==> config.mk <==
export PLATFORM = sky130hd
export DESIGN_NAME = cpcf_cell
export DESIGN_NICKNAME = d
export VERILOG_FILES = /design/src/rtl/cpcf_pkg.sv /design/src/rtl/cpcf_cell.sv
export SDC_FILE = /design/constraint.sdc
export NUM_CORES = 1
export LEC_CHECK = 0
export BUFFER_PORTS_ARGS = -buffer_cell sky130_fd_sc_hd__buf_2
export CAP_MARGIN = 20
export CORE_ASPECT_RATIO = 0.9
export CORE_MARGIN = 5
export CORE_UTILIZATION = 56
export CTS_CLUSTER_DIAMETER = 50
export CTS_CLUSTER_SIZE = 30
export DETAILED_ROUTE_END_ITERATION = 12
export GPL_TIMING_DRIVEN = 1
export PLACE_DENSITY = 0.89
export SLEW_MARGIN = 10
export SYNTH_ARGS = -nofsm -noshare
export SYNTH_HDL_FRONTEND = slang
export SYNTH_SLANG_ARGS = --single-unit
export TNS_END_PERCENT = 1
==> constraint.sdc <==
create_clock -name clk -period 8.1 [get_ports clk]
set_input_delay 1.62 -clock clk [delete_from_list [all_inputs] [get_ports clk]]
set_output_delay 1.62 -clock clk [all_outputs]
set_load 0.03 [all_outputs]
==> src/rtl/cpcf_pkg.sv <==
package cpcf_pkg;

	localparam int TABLE_ENTRIES = 64;
	localparam int PAYLOAD_BYTES = 8;
	localparam int ID_W          = 29;
	localparam int DATA_W        = 8 * PAYLOAD_BYTES;

	localparam logic OP_LEARN = 1'b0;
	localparam logic OP_CHECK = 1'b1;

	localparam logic [1:0] ST_KNOWN = 2'd0;
	localparam logic [1:0] ST_NEW   = 2'd1;
	localparam logic [1:0] ST_FULL  = 2'd2;

	// frame travelling down the row, with what the cells found so far
	typedef struct packed {
		logic              opcode;
		logic [ID_W-1:0]   msg_id;
		logic [DATA_W-1:0] payload;
		logic              hit;
		logic              stored;
		logic              forward;
	} item_t;

	function automatic logic [PAYLOAD_BYTES-1:0] byte_diff(
		input logic [DATA_W-1:0] a,
		input logic [DATA_W-1:0] b
	);
		logic [DATA_W-1:0]        x;
		logic [PAYLOAD_BYTES-1:0] m;
		x = a ^ b;
		m = '0;
		for (int k = 0; k < PAYLOAD_BYTES; k++) begin
			m[k] = |x[8*k +: 8];
		end
		return m;
	endfunction

endpackage

==> src/rtl/cpcf_cell.sv <==
module cpcf_cell (
	input  logic           clk,
	input  logic           arst_n,
	input  logic           advance,
	input  logic           in_vld,
	input  cpcf_pkg::item_t in_item,
	output logic           out_vld,
	output cpcf_pkg::item_t out_item
);

	logic                                 ent_vld_q;
	logic [cpcf_pkg::ID_W-1:0]            ent_id_q;
	logic [cpcf_pkg::DATA_W-1:0]          ent_ref_q;
	logic [cpcf_pkg::PAYLOAD_BYTES-1:0]   ent_mask_q;

	logic                                 vld_q;
	cpcf_pkg::item_t                      item_q;

	logic                                 pending;
	logic                                 match;
	logic                                 take;
	logic [cpcf_pkg::PAYLOAD_BYTES-1:0]   diff;
	cpcf_pkg::item_t                      item_d;

	assign pending = in_vld && !in_item.hit && !in_item.stored;
	assign match   = pending && ent_vld_q && (ent_id_q == in_item.msg_id);
	assign take    = pending && !ent_vld_q && (in_item.opcode == cpcf_pkg::OP_LEARN);
	assign diff    = cpcf_pkg::byte_diff(ent_ref_q, in_item.payload);

	always_comb begin
		item_d = in_item;
		if (match) begin
			item_d.hit = 1'b1;
			if (in_item.opcode == cpcf_pkg::OP_CHECK) begin
				item_d.forward = |(diff & ~ent_mask_q);
			end
		end
		if (take) begin
			item_d.stored = 1'b1;
		end
	end

	// entry state
	always_ff @(posedge clk or negedge arst_n) begin
		if (!arst_n) begin
			ent_vld_q <= 1'b0;
		end else if (advance && take) begin
			ent_vld_q <= 1'b1;
		end
	end

	always_ff @(posedge clk) begin
		if (advance) begin
			if (take) begin
				ent_id_q   <= in_item.msg_id;
				ent_ref_q  <= in_item.payload;
				ent_mask_q <= '0;
			end else if (match && in_item.opcode == cpcf_pkg::OP_LEARN) begin
				ent_mask_q <= ent_mask_q | diff;
			end
		end
	end

	// hand the beat to the next cell
	always_ff @(posedge clk or negedge arst_n) begin
		if (!arst_n) begin
			vld_q <= 1'b0;
		end else if (advance) begin
			vld_q <= in_vld;
		end
	end

	always_ff @(posedge clk) begin
		if (advance) begin
			item_q <= item_d;
		end
	end

	assign out_vld  = vld_q;
	assign out_item = item_q;

	a_hit_or_store: assert property (@(posedge clk) disable iff (!arst_n)
		vld_q |-> !(item_q.hit && item_q.stored))
		else $error("beat both matched and stored");

	a_entry_kept: assert property (@(posedge clk) disable iff (!arst_n)
		ent_vld_q |=> ent_vld_q)
		else $error("entry lost");

	a_new_mask_clear: assert property (@(posedge clk) disable iff (!arst_n)
		$rose(ent_vld_q) |-> (ent_mask_q == '0))
		else $error("new entry mask not clear");

	a_stall_holds: assert property (@(posedge clk) disable iff (!arst_n)
		(!advance && ent_vld_q) |=> $stable(ent_mask_q))
		else $error("mask changed during stall");

endmodule

==> results of run 1 <==
-- flip-flops by register name (all words and copies together) (netlist names) --
name        flops
ent_id_q       29
ent_mask_q      8
ent_vld_q       1
ent_ref_q      64
out_vld         1
out_item       97
-- routing by layer --
| metal | global-route usage | routed length [um] | vias to the layer above |
|---|---|---|---|
| met1 | 0.231 | 5500 | 1902 |
| met3 | 0.0567 | 1030 | 15 |
| met4 | 0.0578 | 160 | 2 |
| li1 | - | - | 1827 |
| met2 | 0.307 | 7150 | 136 |
| met5 | 0 | 12 | - |
-- worst max-delay path: stages --
cell	delay, ns
buf_2	0.10
or3b_1	0.39
or3_1	0.53
nor2_4	0.80
buf_4	0.71
-- power by group through the flow --
stage | Clock (W) | Combinational [W] | Sequential, W
2_1_floorplan | 0 | 0.0000288 | 0.00131
3_3_place_gp | 0 | 0.000203 | 0.00122
6_report | 0.000937 | 0.000207 | 0.00120
5_1_grt | 0.00100 | 0.000219 | 0.00120
4_1_cts | 0.000953 | 0.000210 | 0.00120
3_5_place_dp | 0 | 0.000209 | 0.00122
-- how the worst max path moves through the flow --
stage / endpoint / slack (ns) / start
CTS: ent_ref_q[31] / 3.89 / in_item[2]
finish: ent_ref_q[31] / 3.94 / in_item[2]
floorplan: ent_vld_q / 1.31 / in_item[2]
global placement: ent_ref_q[51] / 3.58 / in_item[2]
detailed placement: ent_ref_q[1] / 3.44 / in_item[2]
global route: ent_ref_q[3] / 3.73 / in_item[2]
-- metrics by stage --
step	setup slack, ns	hold WS [ns]	util	area (um2)
after CTS	3.89	0.498	0.721	9140
after global placement	3.58	0.484	0.668	8470
after detailed placement	3.44	0.483	0.668	8470
after global routing	3.73	0.541	0.721	9140
final	3.94	0.503	0.721	9140
after floorplan	1.31	0.455	-	7260
-- logic make-up (layout without fill, tap and decap cells) --
group / count (synthesis) / count (layout) / share of synthesized area
AOI/OAI and AO/OA: 17 / 17 / 0.0167
xor gates and xnor gates: 93 / 93 / 0.112
buffers and inverters: 3 / 234 / 0.00155
DFF: 200 / 200 / 0.826
muxes: 2 / 2 / 0.00310
and+or+nand+nor: 48 / 48 / 0.0402
-- cell type report --
class	count	area share
Inverter	2	0.000821
Multi-Input combinational cell	160	0.138
Sequential cell	200	0.656
Tap cell	164	0.0224
Clock buffer	17	0.0465
Clock inverter	15	0.0267
Timing Repair Buffer	200	0.110
-- cell usage in the layout, fill, tap and decap left out, types with 2 or more instances in the layout --
| cell type | instances |
|---|---|
| bufinv_16 | 6 |
| mux2_2 | 2 |
| clkbuf_16 | 17 |
| inv_1 | 2 |
| xor2_1 | 65 |
| a21oi_1 | 6 |
| nand4_1 | 8 |
| nand3_1 | 2 |
| nor4_2 | 5 |
| clkinv_1 | 2 |
| nor2_1 | 6 |
| xnor2_1 | 28 |
| dfrtp_1 | 2 |
| buf_2 | 197 |
| inv_6 | 4 |
| nand2b_1 | 2 |
| o21a_1 | 9 |
| buf_4 | 3 |
| edfxtp_1 | 198 |
| nand2_1 | 9 |
| nor4_1 | 12 |
==> flow_summary.yaml, run 1 <==
clocking:
  ctsHoldBuffers: 0
  ctsResizeCount: 0
  cts_tree: "yes"
  clock_sinks: 200
  post-cts-setup-buffers: 0
  cts_buffers: 17
  htree_levels: 4
  cts_buffer_depth: 2
  clockRootBuffer: "clkbuf_16"
  clk_pin_slew_ns: 0.07
  worstSkewPairLatency_ns: 0.42
place:
  port_buffers: 198
  hpwlAfterDp_um: 10100
  dp.cells: 726
  globalplace.congestion: 0.748
worst_setup_path:
  reg2reg_depth: 3
  r2r-end: "ent_ref_q[31]"
  crit_fanout: 60
  regToRegSetupSlack_ns: 5.19
  r2r-start: "ent_vld_q"
  startpoint_type: "input port"
  worstPathRequired_ns: 8.15
  crit_type: "in -> reg"
  cp-end-kind: "register"
  worst_ep_arrival_time_ns: 4.20
timing:
  period_share: 0.513
  tns_ns: 0
  worst_pin_slew_ns: 0.949
  slew-limit-headroom: 0.366
  grt_setup_unrepaired: "no"
  finClkSkew_ns: 0.00887
  setup_viol: 0
  finalHoldViolCount: 0
  period_needed_ns: 4.16
  max_freq_mhz: 241
  maxSlewViolCount: 0
global_routing:
  grt_max_degree: 61
  grt_pass1_vias: 4129
  grtUsageTotal: 0.184
  grt_pass1_wl_um: 21600
  antenna_found_initial: 1
  grt-ovfl-total: 0
route:
  drc_errors: 0
  antenna_left: 0
  vias: 3882
  wl_per_cell_um: 18.3
  drt_iter0_drc: 213
  wl_um: 13900
  via_per_inst: 5.12
  dr.pass1.iters: 4
power_and_ir_drop:
  switching_share: 0.219
  p_leak_nw: 3.42
  p_seq_frac: 0.512
  total_power_w: 0.00234
  comb_power_share: 0.088
  power.clock.fraction: 0.400
  p_per_area_mw_per_mm2: 256
  ir_worst_vdd_uv: 223
  p_int_w: 0.00183
  switchingPower_w: 0.000514
cells_and_area:
  area_delta_synth_final_pct: 26.0
  multi_input_area_mm2: 0.00126
  seqCellArea_mm2: 0.00600
  nets: 682
  antenna_cells: 0
  fin_cells: 758
  n_fill_cell: 796
  layout-drive-gt1-share: 0.404
synthesis:
  synth_common_cells: "edfxtp_1 (198), xor2_1 (65), xnor2_1 (28), nor4_1 (12)"
  netlist.area_leader.share: 0.819
  synth_seq_cells: 200
  syn_area_mm2: 0.00726
  synth.avg_cell_area_um2: 20.0
  synth_edf_count: 198
  ys_warn_count: 0
  synth_fp_nets: 464
  seq_area_frac_synth: 0.826
  async_flop_share: 0.0100
  syn_inst: 363
  synthTopCellsByArea: "edfxtp_1 (82%), xor2_1 (7.8%), xnor2_1 (3.4%)"
  yosysUniqueCellTypes: 21
  yosysTopAreaCell: "edfxtp_1"
  synth_ff_type: "edfxtp_1"
  yosysMostFrequentCell: "edfxtp_1"
floorplanning:
  rows: 39
  num_io_pins: 199
  die_w_um: 130
  dieArea_mm2: 0.0153
  coreArea_mm2: 0.0127
  start_util: 0.572
  die_y_um: 118
min_path:
  hp-class: "reg -> reg"
  hold_depth: 1
  whs_endpoint: "ent_vld_q"
  hold_start: "ent_vld_q"
outcome:
  status: "complete, no violations"
job:
  maxCapViolCount: 0
Note: power is estimated with default switching activity, not from simulation.
==> inputs of run 2 (changes only) <==
Settings changed: CORE_UTILIZATION 56 to 52, PLACE_DENSITY 0.89 to 0.83.
Clock period 8.1 ns to 4.1 ns, I/O delays scaled along.
==> flow_summary.yaml, run 2 (synthesis gave the netlist of run 1 again) <==
clocking:
  worstSkewPairLatency_ns: 0.42
  cts_buffer_depth: 2
  cts_tree: "yes"
  post-cts-setup-buffers: 0
  cts_buffers: 17
  ctsResizeCount: 0
  htree_levels: 4
  clk_pin_slew_ns: 0.07
  ctsHoldBuffers: 0
  clockRootBuffer: "clkbuf_16"
  clock_sinks: 200
cells_and_area:
  fin_util: 0.652
  final_area_mm2: 0.00903
  layout-drive-gt1-share: 0.398
  layout_common_cells: "edfxtp_1 (198), buf_2 (197), xor2_1 (65)"
  final_common_cell: "edfxtp_1"
  largest_reg_flops: 97
  nets: 684
  area_delta_synth_final_pct: 24.4
outcome:
  status: "complete, no violations"
floorplanning:
  die_y_um: 122
  start_util: 0.524
  coreArea_mm2: 0.0139
  dieArea_mm2: 0.0164
  num_io_pins: 199
  die_w_um: 135
  rows: 41
timing:
  period_needed_ns: 2.54
  maxSlewViolCount: 0
  finClkSkew_ns: 0.00511
  finalHoldViolCount: 0
  grt_setup_unrepaired: "no"
  setup_viol: 0
  max_freq_mhz: 394
  slew-limit-headroom: 0.514
  worst_pin_slew_ns: 0.723
  setup_ws_ns: 1.56
  tns_ns: 0
  period_share: 0.620
route:
  vias: 3945
  via_per_inst: 5.12
  drc_errors: 0
  drt_iter0_drc: 190
  wl_um: 13900
  dr.pass1.iters: 4
  wl_per_cell_um: 18.1
  antenna_left: 0
worst_setup_path:
  startpoint_type: "input port"
  crit_type: "in -> reg"
  crit_fanout: 8
  worstPathRequired_ns: 4.16
  worst_ep_arrival_time_ns: 2.60
  cp-end-kind: "register"
  regToRegSetupSlack_ns: 1.67
power_and_ir_drop:
  ir_worst_vdd_uv: 324
  total_power_w: 0.00427
  p_leak_nw: 3.36
  p_per_area_mw_per_mm2: 473
global_routing:
  grt_pass1_wl_um: 21400
  grt-ovfl-total: 0
  grt_max_degree: 57
  grtUsageTotal: 0.175
  grt_pass1_vias: 4067
  antenna_found_initial: 3
min_path:
  hp-class: "in -> async"
place:
  place_worst_setup_slack_ns: 1.09
  dpl-instance-area_mm2: 0.00850
  port_buffers: 198
  globalplace.congestion: 0.758
  hpwlAfterDp_um: 10200
job:
  maxCapViolCount: 0
run 2: cell count changes in the layout (fill, tap and decap cells not counted), moves of 2 or more:
cell / previous run / this run
clkinv_1: 2 / 4
clkinv_2: 1 / 5
buf_4: 3 / 5
inv_6: 4 / 0
diode_2: 0 / 2
bufinv_16: 6 / 1
clkbuf_1: 0 / 3
run 2: final timing paths:
| path | startpoint | endpoint | depth (start not counted) |
|---|---|---|---|
| max | in_item[77] | ent_mask_q[3] | 7 |
| min | arst_n | out_vld | 1 |
| max reg2reg | ent_id_q[10] | ent_mask_q[3] | 6 |
| min reg2reg | out_vld | out_vld | 1 |
| max in group asynchronous | arst_n | ent_vld_q | 1 |
| min in group clk | out_vld | out_vld | 1 |
run 2: through the flow:
step	std cells	hold WS (ns)
after floorplan	363	0.455
after global placement	736	0.487
after detailed placement	736	0.498
after CTS	768	0.144
after global routing	770	0.145
final	770	0.168
run 2: power by group:
group          internal, W  total [W]  switching (W)
clock             0.000822    0.00149       0.000668
sequential         0.00235    0.00237      0.0000257
combinational     0.000122   0.000410       0.000288
run 2: cell type report:
| class | instances | area (um2) |
|---|---|---|
| antenna | 2 | 5.00 |
| clock buffer | 20 | 437 |
| clock inverter | 12 | 85.1 |
| fill | 978 | 4820 |
| inverter | 2 | 7.51 |
| multi-input combinational | 160 | 1260 |
| sequential | 200 | 6000 |
| tap | 172 | 215 |
| timing repair buffer | 202 | 1020 |
run 2: worst max-delay path: stages:
cell     delay [ns]
buf_2          0.12
xnor2_1        0.17
nand4_1        0.12
nor4_1         0.48
nand3_1        0.18
o21a_1         0.22
nor2_1         0.48
run 2: layer usage:
metal  up-vias  GRT usage  routed length, um
li1       1827          -                  -
met1      1955      0.216               5710
met2       135      0.280               6940
met3        26     0.0673                993
met4         2     0.0757                273
met5         -          0                 13
